$ cat src/rtl/assert_macros.svh
// ---------------------------------------------------------------------------
// assert_macros
// Assertion macros for the windowed sample statistics block.
// ---------------------------------------------------------------------------
`ifndef ASSERT_MACROS_SVH
`define ASSERT_MACROS_SVH
// implication checked on every clock edge outside reset
`define ASSERT_IMPL(label, clk, rst, ante, cons, msg) \
   label: assert property (@(posedge clk) disable iff (rst) (ante) |-> (cons)) else $error(msg);
// next-cycle implication checked on every clock edge outside reset
`define ASSERT_NEXT(label, clk, rst, ante, cons, msg) \
   label: assert property (@(posedge clk) disable iff (rst) (ante) |=> (cons)) else $error(msg);
`endif

$ cat src/rtl/wss_sqrt.sv
// ---------------------------------------------------------------------------
// wss_sqrt
// Floor square root of a 32-bit value, one result bit per cycle.
// ---------------------------------------------------------------------------
`default_nettype none
module wss_sqrt (
   input  wire logic        clock,
   input  wire logic        reset,
   input  wire logic        start,
   input  wire logic [31:0] radicand,
   output logic             busy,
   output logic [15:0]      root
);
   logic [31:0] x_ff, x_in, r_ff, r_in, bit_ff, bit_in;
   logic [4:0]  cnt_ff, cnt_in;

   always_comb begin
      x_in   = x_ff;
      r_in   = r_ff;
      bit_in = bit_ff;
      cnt_in = cnt_ff;
      if (start) begin
         x_in   = radicand;
         r_in   = '0;
         bit_in = 32'h4000_0000;
         cnt_in = 5'd16;
      end else if (cnt_ff != 5'd0) begin
         if (x_ff >= r_ff + bit_ff) begin
            x_in = x_ff - (r_ff + bit_ff);
            r_in = (r_ff >> 1) + bit_ff;
         end else begin
            r_in = r_ff >> 1;
         end
         bit_in = bit_ff >> 2;
         cnt_in = cnt_ff - 5'd1;
      end
   end

   always_ff @(posedge clock) begin
      if (reset) begin
         cnt_ff <= '0;
      end else begin
         cnt_ff <= cnt_in;
      end
      x_ff   <= x_in;
      r_ff   <= r_in;
      bit_ff <= bit_in;
   end

   assign busy = (cnt_ff != 5'd0);
   assign root = r_ff[15:0];
endmodule
`default_nettype wire

$ cat config.mk
export PLATFORM = sky130hd
export DESIGN_NAME = wss_sqrt
export DESIGN_NICKNAME = d
export VERILOG_FILES = /design/src/rtl/assert_macros.svh /design/src/rtl/wss_sqrt.sv
export SDC_FILE = /design/constraint.sdc
export NUM_CORES = 1
export LEC_CHECK = 0
export BUFFER_PORTS_ARGS = -buffer_cell sky130_fd_sc_hd__clkbuf_2
export CAP_MARGIN = 20
export CELL_PAD_IN_SITES_DETAIL_PLACEMENT = 1
export CELL_PAD_IN_SITES_GLOBAL_PLACEMENT = 2
export CORE_UTILIZATION = 38
export DETAILED_ROUTE_END_ITERATION = 16
export MAX_ROUTING_LAYER = met4
export PLACE_DENSITY = 0.9
export SYNTH_ARGS = -nofsm -noshare
export SYNTH_HDL_FRONTEND = slang
export SYNTH_SLANG_ARGS = --single-unit
$ cat constraint.sdc
create_clock -name clock -period 9 [get_ports clock]
set_input_delay 1.35 -clock clock [delete_from_list [all_inputs] [get_ports clock]]
set_output_delay 1.35 -clock clock [all_outputs]
set_load 0.01 [all_outputs]
### Yosys cells after proc, flatten, opt, wreduce, memory -nomap -nowiden

Cells that the tools add are included.

| word-level totals | value |
|---|---|
| bits of input ports | 35 |
| word-level logic and storage cells | 21 |
| output and inout bits | 17 |
| register bits | 85 |

| cells by class | value |
|---|---|
| add/subtract/negate cells | 4 |
| reduce and logical (&&, ||, !) cells | 5 |
| magnitude comparators | 1 |
| multiplexer cells | 6 |

Operators by type and width:

| kind | count |
|---|---|
| $mux W32 | 4 |
| $add A31 B31 Y32 | 1 |
| $add A32 B31 Y32 | 1 |
| $ge A32 B32 Y1 | 1 |
| $sub A32 B32 Y32 | 1 |
| $mux W5 | 2 |
| $reduce_bool A5 Y1 | 1 |
| $sub A5 B1 Y5 const B | 1 |
| $reduce_bool A2 Y1 | 2 |
| $reduce_and A2 Y1 | 1 |
| $reduce_or A2 Y1 | 1 |

### Depth between registers and ports, before layout

| depth | value |
|---|---|
| depth in word-level cells | 5 |
| gate-level depth with buffers | 23 |
| depth with buffers taken out | 21 |

### Worst setup path before layout

OpenSTA, ideal clock, no wires.

| path | value |
|---|---|
| path type | reg2reg |
| start point | reg r_ff[0] |
| end point | reg x_ff[0], enable pin |
| library setup time | 466 ps |
| setup slack | 2,127 ps |
| data required time | 8,534 ps |
| period minus slack after synthesis | 6,873 ps |
| data arrival time | 6,408 ps |
| buffers on the path | 3 |
| stages on the path, launching flop included | 22 |
| path through | dfxtp_1 > ha_1 > ha_1 > a21o_1 > a31o_2 > a31oi_1 > o21a_1 > o211ai_1 > o31a_1 > and3_1 > o21ai_0 > xor2_1 > ha_1 > clkbuf_1 > and3_1 > nor2b_1 > nand2_1 > o221ai_1 > o311ai_4 > buf_6 > buf_4 > o21ai_0 |

| between the ends | value |
|---|---|
| word-level cells in the longest chain between the ends | 4 |

Ends and longest elaborated chain:

| element | RTL line | text |
|---|---|---|
| from (decl) | wss_sqrt.sv:14 | `logic [31:0] x_ff, x_in, r_ff, r_in, bit_ff, bit_in;` |
| from (signal assigned) | wss_sqrt.sv:46 | `r_ff <= r_in;` |
| $add A32 B31 Y32 | wss_sqrt.sv:28 | `if (x_ff >= r_ff + bit_ff) begin` |
| $ge A32 B32 Y1 | wss_sqrt.sv:28 |  |
| $reduce_bool A2 Y1 (no line) | -- |  |
| $reduce_and A2 Y1 (no line) | -- |  |
| to (signal assigned) | wss_sqrt.sv:45 | `x_ff <= x_in;` |
| to (decl) | wss_sqrt.sv:14 |  |

Every way passes these cells.
A chain may end at the register's enable or synchronous reset.

### Final worst setup path

| path | value |
|---|---|
| start point | reg r_ff[2] |
| end point | reg r_ff[5] |

| between the ends | value |
|---|---|
| word-level cells in the longest chain between the ends | 3 |
| elaborated cells between the ends (all ways) | 4 |
| classes of those cells | add/sub (2); order compare (1); mux (1) |

Ends and longest elaborated chain:

| element | RTL line |
|---|---|
| $add A32 B31 Y32 | wss_sqrt.sv:28 |
| $ge A32 B32 Y1 | wss_sqrt.sv:28 |
| $mux W32 (*) | wss_sqrt.sv:28 |

Every way passes the cells marked *; elsewhere a longest branch is shown, timed or not.

==> reports/results.tsv <==
stage	metric	value	unit
yosys	cell with the most instances after synthesis	nand2_1	
cts	clock buffer depth	2	
cts	post_cts resized	0	
floorplan	I/O pin cnt	52	
floorplan	Initial Util	39.4	%
sta	Worst Skew	0.00856	ns
cts	post-CTS setup buffer count	0	
global_route	number of global-route vias before repair	6286	
route	DRT iter0 DRCs	291	
route	Pre-antenna DRT Iters	4	
yosys	Yosys cell types	71	
yosys	largest cells by area after synthesis	dfxtp_1 (15%), edfxtp_1 (13%), ha_1 (12%), nand2_1 (6.1%), xnor2_1 (4.5%)	
power	P per Cell Area	409	mW/mm²
sta	Worst Tran Pin Value	0.838	ns
placement	Post-DP HPWL	14.2	mm
worst_setup_path	Crit Path Max Fanout	64	
yosys	post-synthesis sequential area ratio	28.2	%
route	vias per cell	5.74	
yosys	Syn Nets	968	
sta	period utilisation layout	65.6	%
cts	Root Buffer	clkbuf_16	
worst_setup_path	Reg-to-Reg Start	r_ff[2]	
worst_setup_path	critical path class	reg -> reg	
sta	pins over their slew limit	0	
sta	final setup fails	0	
global_route	first-pass GRT wire length	32.3	mm
cts	total CTS buffers	9	
cts	# H-tree levels	3	
global_route	initial antenna violation count	0	
placement	Placement Cell Area	0.00744	mm²
yosys	area leader, netlist	dfxtp_1	
yosys	Post-synth EDFFs	32	
cts	CTS tree	yes	
sta	setup_tns	0	ns
worst_setup_path	CP endpoint kind	flip-flop	
worst_setup_path	crit path DAT	6.17	ns
worst_setup_path	type of origin of the critical path	flip-flop	
route	Final ANT Viol Nets	0	
yosys	Synthesis Warnings	0	
yosys	register bit total from synthesis	85	
route	DRC	0	
worst_hold_path	HP Start	bit_ff[30]	
outcome	outcome	finished clean	
cts	Post-CTS Hold Buffers	0	
power	VDD IR max	0.000313	V
floorplan	total core area	0.0182	mm²
placement	IO Port Bufs	51	
global_route	GR Util All Layers	21.4	%
power	combinational power share	65.4	%
sta	Tmin final	5.90	ns
job	max_cap viols	0	
cts	worst skew pair latency	0.35	ns
route	vias	6361	
sta	Fin. Hold Viols	0	
yosys	top_reg_cell synth	dfxtp_1	
final_layout	synth-to-layout area growth	7.62	%
final_layout	Nets	978	
power	switching pwr	1.54	mW
cts	clk slew on worst S/H paths	0.07	ns
power	Lkg Pwr	3.09	nW
worst_setup_path	CP Data Required Time	9.27	ns
worst_setup_path	CP Launch Point	r_ff[2]	
sta	RSZ-0062 raised after global routing	false	
floorplan	Core Rows	49	
yosys	Mapped Area	0.00718	mm²
yosys	Synth Area per Inst	8.31	µm²
final_layout	fraction of layout cells with a size suffix above 1	11.1	%
placement	Routability Congestion	0.873	
power	Sequential Power Share	23.5	%
floorplan	Die H	139	µm
global_route	GR Overflow Total	0	
power	power share of the clock group	11.1	%
yosys	fraction of registers with async set/reset	0	%
yosys	leading cell types by count after synthesis	nand2_1 (116), nor2_1 (69), ha_1 (68)	
floorplan	Die X	139	µm
sta	slew margin rel.	43.8	%
final_layout	diode count	0	
yosys	Yosys top cell area share	14.8	%
sta	Fmax	169	MHz
power	internal cell power	1.62	mW
yosys	instance count of the mapped netlist	864	
route	Wirelength per Cell	17.5	µm
global_route	largest net degree at the start of global routing	65	
power	Switching Share	48.8	%
route	Detailed Route WL	19.4	mm
final_layout	post-route cell area	0.00772	mm²
worst_hold_path	Worst Hold Class	reg -> reg	
power	total power	3.16	mW
cts	clk sinks	85	
floorplan	die area	0.0194	mm²
[cells in the final DEF (no fill, tap or decap), types with 8 or more instances in the layout]
master,instances
or3_1,8
inv_1,19
o21ai_0,55
nand2b_1,10
edfxtp_1,32
o21bai_1,12
dfxtp_1,53
clkbuf_2,51
a311oi_1,8
and3_1,10
ha_1,68
mux2i_1,14
nand2_1,116
nand3_1,8
xnor2_1,37
o21a_1,10
clkbuf_16,9
xor2_1,30
nor3_1,11
a211oi_1,15
a21o_1,26
a21oi_1,56
a31oi_1,27
nor2_1,69
[kinds of logic (layout without fill, tap and decap cells)]
logic type               Yosys count  after routing  share of synthesized area, %
buffers and inverters             78             93                          5.63
multiplexers                      17             17                          2.42
adder cells (fa/ha/maj)           69             69                          12.1
AND/OR/NAND/NOR                  269            269                          17.0
flip-flops                        85             85                          28.2
AO/OA/AOI/OAI                    279            279                          26.4
XOR/XNOR                          67             67                          8.18
[worst max-delay path, stage by stage, from the launching register on]
cell       delay (ns)
dfxtp_1          0.42
ha_1             0.30
a31oi_1          0.36
o21ai_1          0.22
a211oi_1         0.54
o41ai_1          0.29
a211o_1          0.34
xnor2_1          0.13
ha_1             0.40
a21o_1           0.22
a21o_1           0.17
a21o_1           0.18
a2111oi_0        0.57
nor2_1           0.15
o311ai_4         0.28
buf_4            0.60
and2b_1          0.27
xnor2_1          0.12
a211oi_1         0.21
[routing by layer]
layer / part of all wire [%] / vias to the layer above / track usage (%)
met5: 0 / - / -
met4: 1.1 / 0 / 5.44
met3: 3.0 / 10 / 2.96
met2: 49 / 78 / 36.0
met1: 47 / 3085 / 26.8
li1: - / 3188 / -
[per-stage QoR]
step / utilization [%] / cells / setup WS [ns] / hold slack, ns
finish: 42.4 / 1108 / 3.10 / 0.499
CTS: 42.3 / 1107 / 3.00 / 0.495
global placement: 40.9 / 1091 / 3.28 / 0.464
floorplan: - / 864 / 2.13 / 0.452
global route: 42.4 / 1108 / 2.68 / 0.516
detailed placement: 40.9 / 1091 / 3.06 / 0.486
[final cells by class]
class	instances	area [µm²]
fillers	2187	10500
multi-input cells	701	4770
flip-flops and latches	85	2020
repair buffers	56	308
well taps	229	287
clock buffers	12	238
inverters	21	78.8
clock inverters	4	22.5
[worst paths after layout]
path,to,slack [ns],cells after the start
setup / recovery,r_ff[5],3.10,18
hold / removal,bit_ff[30],0.50,2
setup reg to reg,r_ff[5],3.10,18
hold reg to reg,bit_ff[30],0.50,2
[registers in the layout (all words and copies together) (netlist names)]
| name | flops |
|---|---|
| r_ff | 32 |
| x_ff | 32 |
| bit_ff | 16 |
| cnt_ff | 5 |
[power groups by stage]
stage               Combinational (mW)  Sequential [mW]  Clock, mW
detailed placement                2.05            0.754          0
CTS                               2.07            0.746      0.363
finish                            2.07            0.742      0.350
global placement                  2.01            0.749          0
floorplan                         1.73            0.691          0
global route                      2.32            0.763      0.374
(Power assumes the default switching activity.)
