==> src/rtl/assert_macros.svh <==
// ---------------------------------------------------------------------------
// assert_macros
// Assertion macros for the windowed sample statistics block.
// ---------------------------------------------------------------------------
`ifndef ASSERT_MACROS_SVH
`define ASSERT_MACROS_SVH
// implication checked on every clock edge outside reset
`define ASSERT_IMPL(label, clk, rst, ante, cons, msg) \
   label: assert property (@(posedge clk) disable iff (rst) (ante) |-> (cons)) else $error(msg);
// next-cycle implication checked on every clock edge outside reset
`define ASSERT_NEXT(label, clk, rst, ante, cons, msg) \
   label: assert property (@(posedge clk) disable iff (rst) (ante) |=> (cons)) else $error(msg);
`endif

==> src/rtl/wss_pkg.sv <==
// ---------------------------------------------------------------------------
// wss_pkg
// Types and constants shared by the windowed sample statistics block.
// ---------------------------------------------------------------------------
`default_nettype none
package wss_pkg;
   localparam int unsigned DEPTH = 1024;
   localparam int unsigned AW = $clog2(DEPTH);
   localparam int unsigned CW = $clog2(DEPTH);
   localparam logic [31:0] WINDOW_RESET = 32'd16500;
   localparam logic [19:0] RATE_SCALE = 20'd1000000;

   localparam logic [1:0] MODE_PUSH  = 2'd0;
   localparam logic [1:0] MODE_QUERY = 2'd1;
   localparam logic [1:0] MODE_CLEAR = 2'd2;

   // shared divider use during the mean and mean-square passes
   localparam logic [1:0] DIV_MEAN    = 2'd0;
   localparam logic [1:0] DIV_MEAN_SQ = 2'd1;

   typedef struct packed {
      logic [1:0]         mode;
      logic signed [15:0] sample;
      logic [31:0]        time_ms;
   } req_type;

   typedef struct packed {
      logic [9:0]         count;
      logic               empty_res;
      logic [31:0]        rate_mhz;
      logic signed [15:0] mean;
      logic [15:0]        rms;
      logic signed [15:0] minimum;
      logic signed [15:0] maximum;
      logic [15:0]        crest_q8;
      logic signed [15:0] newest;
   } rsp_type;

   typedef enum logic [3:0] {
      ST_IDLE, ST_SCAN_RD, ST_SCAN, ST_ACC_RD, ST_ACC, ST_SPAN_RD, ST_SPAN,
      ST_NEWEST, ST_DIV, ST_DIV_WAIT, ST_SQRT, ST_CREST, ST_CREST_WAIT,
      ST_RATE, ST_RATE_WAIT, ST_DONE
   } state_type;

   // divider handshake
   typedef struct packed {
      logic        start;
      logic [63:0] dividend;
      logic [63:0] divisor;
   } div_req_type;

   typedef struct packed {
      logic        busy;
      logic [63:0] quotient;
   } div_rsp_type;
endpackage
`default_nettype wire

==> src/rtl/wss_div.sv <==
// ---------------------------------------------------------------------------
// wss_div
// Unsigned 64 by 64 restoring divider, one quotient bit per cycle.
// ---------------------------------------------------------------------------
`default_nettype none
module wss_div (
   input  wire logic                 clock,
   input  wire logic                 reset,
   input  wire wss_pkg::div_req_type req,
   output wss_pkg::div_rsp_type      rsp
);
   logic [63:0] rem_ff, rem_in, quo_ff, quo_in, den_ff, den_in;
   logic [6:0]  cnt_ff, cnt_in;
   logic [64:0] trial;

   always_comb begin
      rem_in = rem_ff;
      quo_in = quo_ff;
      den_in = den_ff;
      cnt_in = cnt_ff;
      trial  = {rem_ff, quo_ff[63]} - {1'b0, den_ff};
      if (req.start) begin
         rem_in = '0;
         quo_in = req.dividend;
         den_in = req.divisor;
         cnt_in = 7'd64;
      end else if (cnt_ff != 7'd0) begin
         if (!trial[64]) begin
            rem_in = trial[63:0];
            quo_in = {quo_ff[62:0], 1'b1};
         end else begin
            rem_in = {rem_ff[62:0], quo_ff[63]};
            quo_in = {quo_ff[62:0], 1'b0};
         end
         cnt_in = cnt_ff - 7'd1;
      end
   end

   always_ff @(posedge clock) begin
      if (reset) begin
         cnt_ff <= '0;
      end else begin
         cnt_ff <= cnt_in;
      end
      rem_ff <= rem_in;
      quo_ff <= quo_in;
      den_ff <= den_in;
   end

   assign rsp.busy     = (cnt_ff != 7'd0);
   assign rsp.quotient = quo_ff;
endmodule
`default_nettype wire

==> config.mk <==
export PLATFORM = sky130hd
export DESIGN_NAME = wss_div
export DESIGN_NICKNAME = d
export VERILOG_FILES = /design/src/rtl/assert_macros.svh /design/src/rtl/wss_pkg.sv /design/src/rtl/wss_div.sv
export SDC_FILE = /design/constraint.sdc
export NUM_CORES = 1
export LEC_CHECK = 0
export BUFFER_PORTS_ARGS = -buffer_cell sky130_fd_sc_hd__buf_2
export CAP_MARGIN = 40
export CORE_MARGIN = 2
export CORE_UTILIZATION = 40
export CTS_CLUSTER_DIAMETER = 50
export CTS_CLUSTER_SIZE = 8
export DETAILED_ROUTE_END_ITERATION = 12
export HOLD_SLACK_MARGIN = 0.15
export PLACE_DENSITY_LB_ADDON = 0.15
export SLEW_MARGIN = 20
export SYNTH_ARGS = -nofsm -noshare
export SYNTH_HDL_FRONTEND = slang
export SYNTH_SLANG_ARGS = --single-unit
==> constraint.sdc <==
create_clock -name clock -period 4.3 [get_ports clock]
set_clock_uncertainty 0.2 [all_clocks]
set_input_delay 0.86 -clock clock [delete_from_list [all_inputs] [get_ports clock]]
set_output_delay 0.86 -clock clock [all_outputs]
set_load 0.05 [all_outputs]
# Word-level counts from Yosys, hierarchy flattened
# Cells that the tools add are included.
# totals
input_bits,131
regBits,199
wordCells,16
out_inout_bits,65
# op_classes
addsub,2
muxes,6
n_reduce_logical,3
# op_table
operator,n
$mux 64,3
$sub 65x64->65,1
$mux 7,2
$reduce_bool 7->1,1
$sub 7x1->7 const B,1
$reduce_bool 2->1,1
$reduce_or 2->1,1
$mux 1,1

# Longest topological paths before layout
# Gate-level depths: netlist of the first run.
# logic_depth
depth_word,4
depth_mapped,15
depth_no_buf,13

# Least setup slack after synthesis of the first run
# OpenSTA, ideal clock, no wires.
# synth_path
path_type,reg2reg
startpoint,reg quo_ff[63]
endpoint,reg rem_ff[1]
path_buffers,2
stages_incl_launch_ff,16
slack_ns,0.485
synth_period_minus_slack_ns,3.815
setup_time_ns,0.132
t_arrival_ns,3.482
t_required_ns,3.968
cell_sequence,edfxtp_1 inv_1 ha_1 fa_1 nand2b_1 a21oi_1 o211ai_1 a2111oi_4 nor3_2 or3_4 a21oi_1 nor2_2 buf_4 buf_6 o211ai_1 a21oi_1
# synth_via
elab_chain_len,2
# synth_rtl
item,line,rtl
"start, declared",wss_div.sv:12,"logic [63:0] rem_ff, rem_in, quo_ff, quo_in, den_ff, den_in;"
"start signal, assigned",wss_div.sv:46,quo_ff <= quo_in;
$sub 65x64->65,wss_div.sv:21,"trial = {rem_ff, quo_ff[63]} - {1'b0, den_ff};"
$mux 64,wss_div.sv:28,if (!trial[64]) begin
"end signal, assigned",wss_div.sv:45,rem_ff <= rem_in;
"end, declared",wss_div.sv:12,
# No other way between the ends.
# A chain may end at the register's enable or synchronous reset.

# Worst setup path in the final report of the first run
# layout_path
startpoint,reg quo_ff[63]
endpoint,reg rem_ff[62]
# The elaborated chain is that of the path after synthesis.

==> reports/qor.yml, run 1 <==
status: "completed"
r2r_slack_ps: 360
synth.distinct_cells: 71
ctsResizeCount: 0
min_period_ps: 3940
min_path_type: "register to register"
endpoint: "rem_ff[62]$_SDFFE_PP0P_"
syn_nets: 1453
first_global_vias: 9768
fp-row-count: 63
drc_errors: 0
ant_nets: 0
start_util_pct: 40.5
critPathMostFrequentCell: "a211oi_1"
crit_path_max_incr_delay_ps: 490
drt-pass1-iter-count: 5
path_buf_inv: 1
crit_path_end_kind: "register"
power.density_mw_per_mm2: 676
synth_warnings: 0
setup_viol: 0
cts_setup_buffers: 0
clock_sinks: 199
netlist_area_mm2: 0.0120
htreeDepth: 4
synth-edff-count: 128
crit_chain: "inv_1 > ha_1 > fa_1 > nand2b_1 > a21o_1 > a211oi_1 > o2111ai_1 > a211oi_1 > o21ai_1 > a2111oi_2 > nor3_1 > or3_1 > a211oi_1"
critPathKind: "register to register"
clockBufferDepth: 2
die_w_um: 177
drv_cap: 0
slew_violations: 0
grt_remaining_overflow: 0
worstMarginPinSlew_ps: 779
cp-start-kind: "register"
clk_latency_ps: 450
routedWlPerCell_um: 17.2
critPathLaunch: "quo_ff[63]$_DFFE_PP_"
cts_inserted_buffers: 17
ioPinCount: 196
die_area_mm2: 0.0314
synth_seq_cells: 199
slowest_stage: "a211oi_1"
wl_um: 31300
slew_headroom_pct: 48.0
synthArstFlopShare_pct: 0
fin_total_pwr_uw: 9380
design.core.area_mm2: 0.0296
cp_top_family: "compound AO/OA/AOI/OAI gates"
finalCritPeriodShare_pct: 91.6
via_per_inst: 5.34
hold_buffers: 0
tns_ps: 0
io_buffers: 195
routed-via-count: 9710
leakage_uw: 0.00590
arrival_ps: 4100
grt_pass1_wl_um: 50800
layout_commonest_cell: "buf_2"
drive_gt1_share_pct: 22.9
drt_iter0_markers: 558
rsz0062_at_grt: "no"
worstPathRequired_ps: 4460
path_clk_slew_ps: 80
fp.dieH_um: 177
hold_violations: 0
seq_area_frac_synth_pct: 43.9
fmax_mhz: 254
r2r_start: "quo_ff[63]$_DFFE_PP_"
crit_path_max_fanout: 4
grt_max_degree: 135
cts_root_buffer: "clkbuf_16"
ir_worst_vdd_v: 0.000419
avgSynthCellArea_um2: 9.54
hpwl_um: 23500
synth_ff_type: "edfxtp_1"
cts_tree: "yes"
r2r_cells: 13
antenna_cells: 0
area_growth_pct: 15.7
crit_cells: 13
grtUsageTotal_pct: 20.5
regToRegEndpoint: "rem_ff[62]$_SDFFE_PP0P_"
antenna_found_initial: 3
mostFrequentLayoutCells: "buf_2 (194), nand2_1 (158), edfxtp_1 (128)"
syn-instance-count: 1256
final_nets: 1612
gp_congestion: 0.882
[flip-flops by register name (all words and copies together) (netlist names)]
| register | flops |
|---|---|
| den_ff | 64 |
| quo_ff | 64 |
| rem_ff | 64 |
| cnt_ff | 7 |
[per-layer routing]
layer | wire [µm] | up-vias | share of wire [%] | global-route usage, %
li1 | - | 4896 | - | -
met1 | 14000 | 4537 | 45 | 26.5
met2 | 14700 | 244 | 47 | 33.2
met3 | 2070 | 27 | 6.6 | 6.21
met4 | 495 | 6 | 1.6 | 5.75
met5 | 40 | - | 0.13 | 0
[worst register-to-register path, cell delays in order, from the launching register on]
cell and delay (ps):
edfxtp_1 360, inv_1 50, ha_1 220, fa_1 380
nand2b_1 210, a21o_1 190, a211oi_1 320, o2111ai_1 220
a211oi_1 490, o21ai_1 200, a2111oi_2 440, nor3_1 70
or3_1 310, a211oi_1 190
[where the power goes]
group | total, µW | internal, µW | switching, µW
registers | 2930 | 2610 | 318
logic | 4840 | 1640 | 3190
clock network | 1610 | 788 | 824
total | 9380 | 5040 | 4340
[cell type report]
class	count	area (µm²)
well taps	390	488
flip-flops and latches	199	5270
clock inverters	14	171
multi-input cells	898	6060
inverters	90	339
clock buffers	18	429
repair buffers	209	1110
fillers	2929	15700
[worst min-delay path by stage]
stage                      startpoint                     end  slack [ps]  cells after the start
3_5_place_dp   cnt_ff[3]$_SDFFE_PP0P_  cnt_ff[3]$_SDFFE_PP0P_         270                      2
5_1_grt        cnt_ff[3]$_SDFFE_PP0P_  cnt_ff[3]$_SDFFE_PP0P_         320                      2
6_report       cnt_ff[3]$_SDFFE_PP0P_  cnt_ff[3]$_SDFFE_PP0P_         280                      2
3_3_place_gp   cnt_ff[3]$_SDFFE_PP0P_  cnt_ff[3]$_SDFFE_PP0P_         260                      2
2_1_floorplan  cnt_ff[3]$_SDFFE_PP0P_  cnt_ff[3]$_SDFFE_PP0P_         240                      2
4_1_cts        cnt_ff[3]$_SDFFE_PP0P_  cnt_ff[3]$_SDFFE_PP0P_         280                      2
[Yosys cell counts (all sizes together), types with 37 or more instances]
| cell type | count | area, µm² |
|---|---|---|
| edfxtp | 128 | 3840 |
| nand2 | 159 | 604 |
| inv | 89 | 334 |
| dfxtp | 71 | 1420 |
| o21ai | 53 | 269 |
| mux2 | 63 | 709 |
| clkbuf | 37 | 143 |
| xnor2 | 37 | 324 |
| a21oi | 98 | 490 |
| ha | 65 | 813 |
| nor2 | 103 | 389 |
| a311oi | 44 | 385 |
[kinds of logic after synthesis]
| group | synth area share (%) |
|---|---|
| AND/OR/NAND/NOR | 14.3 |
| AO/OA/AOI/OAI | 18.8 |
| flip-flops | 43.9 |
| buffers and inverters | 5.61 |
| multiplexers | 6.17 |
| adder cells (fa/ha/maj) | 6.95 |
| XOR/XNOR | 4.17 |
[stage by stage]
step	setup WS (ps)	instance area, µm²	utilization [%]	std cells	hold WS [ps]
after global placement	477	13300	44.9	1786	261
after detailed placement	335	13300	44.9	1786	275
final	361	13900	46.9	1818	279
after CTS	303	13900	46.9	1818	283
after global routing	118	13900	46.9	1818	316
after floorplan	485	12000	-	1256	244
Note: power is estimated with default switching activity, not from simulation.
==> inputs of run 2 (changes only) <==
==> constraint.sdc (replaced) <==
create_clock -name clock -period 4.3 [get_ports clock]
set_clock_uncertainty 0.2 [all_clocks]
set_input_delay 0.43 -clock clock [delete_from_list [all_inputs] [get_ports clock]]
set_output_delay 0.43 -clock clock [all_outputs]
set_load 0.05 [all_outputs]
==> run 2 against run 1 <==
- sequential power is essentially flat
- combinational power grew 2%
- non-clock buffer count grew 129
- sequential share of layout area shrank 3.4 points
==> reports/qor.yml, run 2 (synthesis gave the netlist of run 1 again) <==
placed_area_mm2: 0.0133
antenna_cells: 0
reg_top3: "den_ff x64, quo_ff x64, rem_ff x64"
cts_tree: "yes"
die_area_mm2: 0.0314
drt_iter0_markers: 685
cp-start-kind: "register"
mostFrequentLayoutCells: "buf_2 (194), nand2_1 (158), dlygate4sd3_1 (129)"
switching_share_pct: 45.2
routed-via-count: 10304
die_w_um: 177
grt_pass1_wl_um: 53100
design.core.area_mm2: 0.0296
start_util_pct: 40.5
ctsResizeCount: 0
first_global_vias: 10497
grt_remaining_overflow: 0
drt-pass1-iter-count: 5
ir_worst_vdd_v: 0.000454
hold_violations: 0
utilization_pct: 51.4
worstPathRequired_ps: 4460
critPathMostFrequentCell: "nor3_1"
leakage_uw: 0.00647
critPathKind: "register to register"
min_period_ps: 3930
crit_chain: "inv_1 > ha_1 > fa_1 > nand2b_1 > a21oi_1 > o211ai_1 > a2111oi_4 > nor3_2 > nor3_1 > nor3_1 > nor2_4 > buf_4 > nand2_1 > a311oi_1"
routedWlPerCell_um: 16.8
regArea_mm2: 0.00527
wl_um: 32600
wl_met1_um: 14600
antenna_found_initial: 0
detailroute.wirelength.met2_um: 15700
slowest_stage: "a2111oi_4"
p_seq_share_pct: 30.4
arrival_ps: 4090
multiInputGateArea_mm2: 0.00605
io_buffers: 195
final_nets: 1741
crit_path_end_kind: "register"
cts_inserted_buffers: 17
clk_latency_ps: 460
hpwl_um: 23400
fp.dieH_um: 177
num-fill-cells: 2724
top_layer: "met4"
gp_congestion: 0.882
crit_path_max_incr_delay_ps: 410
power.density_mw_per_mm2: 634
clockBufferDepth: 2
intPower_uw: 5290
tns_ps: 0
clock_sinks: 199
crit_path_max_fanout: 24
slew_headroom_pct: 57.6
worstMarginPinSlew_ps: 631
drive_gt1_share_pct: 21.0
cts_root_buffer: "clkbuf_16"
finalCritPeriodShare_pct: 91.4
layout_commonest_cell: "buf_2"
cp_top_family: "simple AND/OR/NAND/NOR gates"
path_buf_inv: 2
min_path_type: "primary input to register"
fmax_mhz: 254
path_clk_slew_ps: 80
clkPwrFrac_pct: 18.4
p_switching_uw: 4360
slew_violations: 0
setup_viol: 0
via_per_inst: 5.29
comb_power_share_pct: 51.2
status: "completed"
drc_errors: 0
drv_cap: 0
dr_wl_met3_um: 1830
rsz0062_at_grt: "no"
fin_area_mm2: 0.0152
grtUsageTotal_pct: 21.3
htreeDepth: 4
ioPinCount: 196
fp-row-count: 63
grt_max_degree: 78
ant_nets: 0
area_growth_pct: 26.9
run 2: repair_timing:
action                    4_1_cts  5_1_grt
hold endpoints to repair      134        0
hold buffers                  129        0
buffers inserted                0        0
run 2: worst paths after layout:
kind                            end  cells after the start                    from  slack (ps)
min reg2reg  cnt_ff[3]$_SDFFE_PP0P_                      2  cnt_ff[3]$_SDFFE_PP0P_         280
min             den_ff[9]$_DFFE_PP_                      1                req[128]         180
max          rem_ff[5]$_SDFFE_PP0P_                     14    quo_ff[63]$_DFFE_PP_         370
max reg2reg  rem_ff[5]$_SDFFE_PP0P_                     14    quo_ff[63]$_DFFE_PP_         370
run 2: cell type report:
class	instances	share of cell area [%]
clock buffers	18	2.89
clock inverters	14	1.37
inverters	90	2.23
multi-input cells	898	39.8
flip-flops and latches	199	34.6
well taps	390	3.21
repair buffers	338	15.9
run 2: stage by stage:
step	std cells	setup slack, ps	power [µW]	hold slack [ps]
finish	1947	368	9650	182
global route	1947	62.3	10300	187
CTS	1946	346	9680	176
detailed placement	1785	383	7780	272
global placement	1785	452	7760	260
floorplan	1256	485	6660	244
run 2: metal layers:
| metal | track usage [%] | up-vias |
|---|---|---|
| met5 | 0 | - |
| li1 | - | 5135 |
| met3 | 4.77 | 26 |
| met1 | 26.7 | 4856 |
| met4 | 6.75 | 0 |
| met2 | 36.4 | 287 |
run 2: power by group through the flow:
stage          clock network, µW  logic (µW)  registers, µW
2_1_floorplan                  0        3020           3630
3_3_place_gp                   0        4790           2970
3_5_place_dp                   0        4810           2970
4_1_cts                     1820        4920           2940
5_1_grt                     1880        5450           3000
6_report                    1770        4940           2930
==> inputs of run 3 (changes only) <==
--- a/config.mk
+++ b/config.mk
@@ -7,6 +7,8 @@
 export LEC_CHECK = 0
 export BUFFER_PORTS_ARGS = -buffer_cell sky130_fd_sc_hd__buf_2
 export CAP_MARGIN = 40
+export CELL_PAD_IN_SITES_DETAIL_PLACEMENT = 0
+export CELL_PAD_IN_SITES_GLOBAL_PLACEMENT = 1
 export CORE_MARGIN = 2
 export CORE_UTILIZATION = 40
 export CTS_CLUSTER_DIAMETER = 50
==> run 3 against run 2 <==
- via count down 0.41%
- global-route usage up 0.55 points
- die area unchanged
- critical path type unchanged
- core utilization about the same
- critical path depth up 1
- sequential power about the same
- clock power down 6%
- sequential cell count unchanged
- power down 0.43%
- non-clock buffer count up 7
- design area about the same
==> reports/qor.yml, run 3 (synthesis gave the netlist of run 1 again) <==
cts_inserted_buffers: 17
holdWs_ps: 228
via_per_inst: 5.25
worstMarginPinSlew_ps: 637
power.density_mw_per_mm2: 632
hold_violations: 0
slew_headroom_pct: 57.4
drv_cap: 0
critPathKind: "register to register"
min_path_type: "primary input to register"
htreeDepth: 4
drt_iter0_markers: 635
rsz0062_at_grt: "no"
reg_top3: "den_ff x64, quo_ff x64, rem_ff x64"
setup_viol: 0
antenna_found_initial: 0
grt_max_degree: 66
mostFrequentLayoutCells: "buf_2 (194), nand2_1 (158), dlygate4sd3_1 (129)"
layout_setup_ws_ps: 303
antenna_cells: 0
start_util_pct: 40.5
ir_worst_vdd_v: 0.000420
status: "completed"
r2r_slack_ps: 300
design.core.area_mm2: 0.0296
clock_sinks: 199
ant_nets: 0
fin_area_mm2: 0.0152
cts_root_buffer: "clkbuf_16"
drc_errors: 0
fp-row-count: 63
routed-via-count: 10262
placed_area_mm2: 0.0133
io_buffers: 195
arrival_ps: 4180
path_clk_slew_ps: 80
routedWlPerCell_um: 17.1
finalCritPeriodShare_pct: 92.9
grt_remaining_overflow: 0
clk_latency_ps: 460
cts_tree: "yes"
hpwl_um: 23900
wl_um: 33300
fmax_mhz: 250
die_area_mm2: 0.0314
ctsResizeCount: 0
first_global_vias: 10416
gp_congestion: 0.841
tns_ps: 0
clockBufferDepth: 2
min_period_ps: 4000
grt_pass1_wl_um: 54400
slew_violations: 0
die_w_um: 177
area_growth_pct: 26.9
fp.dieH_um: 177
crit_path_max_fanout: 8
crit_path_end_kind: "register"
layout_commonest_cell: "buf_2"
fin_total_pwr_uw: 9610
ioPinCount: 196
drive_gt1_share_pct: 21.3
cp-start-kind: "register"
num-fill-cells: 2774
post-place-ws_ps: 245
grtUsageTotal_pct: 21.9
drt-pass1-iter-count: 5
worstPathRequired_ps: 4480
leakage_uw: 0.00648
final_nets: 1748
run 3: report_power, final:
group	switching, µW	internal, µW	leakage (µW)
sequential	312	2610	0.00187
clock	835	839	0.000296
combinational	3270	1750	0.00431
total	4410	5190	0.00648
run 3: critical path: stages, from the launching register on:
cell	delay (ps)
edfxtp_1	380
inv_1	50
ha_1	220
fa_1	390
nand2b_1	220
a21oi_1	140
o211ai_1	150
a2111oi_4	440
nor3_2	120
or3_4	410
a21oi_1	390
nor2_4	110
buf_4	210
buf_4	180
a2bb2oi_1	150
a21oi_1	170
run 3: stage by stage:
stage          std cells  utilization, %
2_1_floorplan       1256               -
3_3_place_gp        1789            44.9
4_1_cts             1950            51.4
3_5_place_dp        1789            44.9
5_1_grt             1954            51.5
6_report            1954            51.5
run 3: final timing paths:
path / cells after the start / from / to
worst max register to register: 15 / quo_ff[63]$_DFFE_PP_ / rem_ff[57]$_SDFFE_PP0P_
worst max-delay path: 15 / quo_ff[63]$_DFFE_PP_ / rem_ff[57]$_SDFFE_PP0P_
worst min-delay path: 1 / req[128] / den_ff[30]$_DFFE_PP_
worst min register to register: 2 / cnt_ff[3]$_SDFFE_PP0P_ / cnt_ff[3]$_SDFFE_PP0P_
run 3: layout make-up:
| type | instances | area (µm²) | share of cell area [%] |
|---|---|---|---|
| clock buffer | 18 | 429 | 2.82 |
| sequential | 199 | 5270 | 34.6 |
| clock inverter | 14 | 181 | 1.19 |
| inverter | 90 | 339 | 2.23 |
| tap | 390 | 488 | 3.21 |
| multi-input combinational | 898 | 6050 | 39.8 |
| timing repair buffer | 345 | 2460 | 16.1 |
run 3: per-layer routing:
| layer | global-route usage, % | vias to the layer above | share of wire (%) |
|---|---|---|---|
| met4 | 5.82 | 0 | 1.6 |
| met2 | 37.1 | 237 | 47 |
| li1 | - | 5153 | - |
| met5 | 0 | - | 0 |
| met1 | 28.2 | 4845 | 47 |
| met3 | 4.66 | 27 | 4.3 |
run 3: what timing repair did:
| action | 4_1_cts | 5_1_grt |
|---|---|---|
| setup endpoints to repair | 0 | 30 |
| endpoints found under the hold margin | 133 | 0 |
| hold buffers | 129 | 0 |
| setup buffers | 0 | 4 |
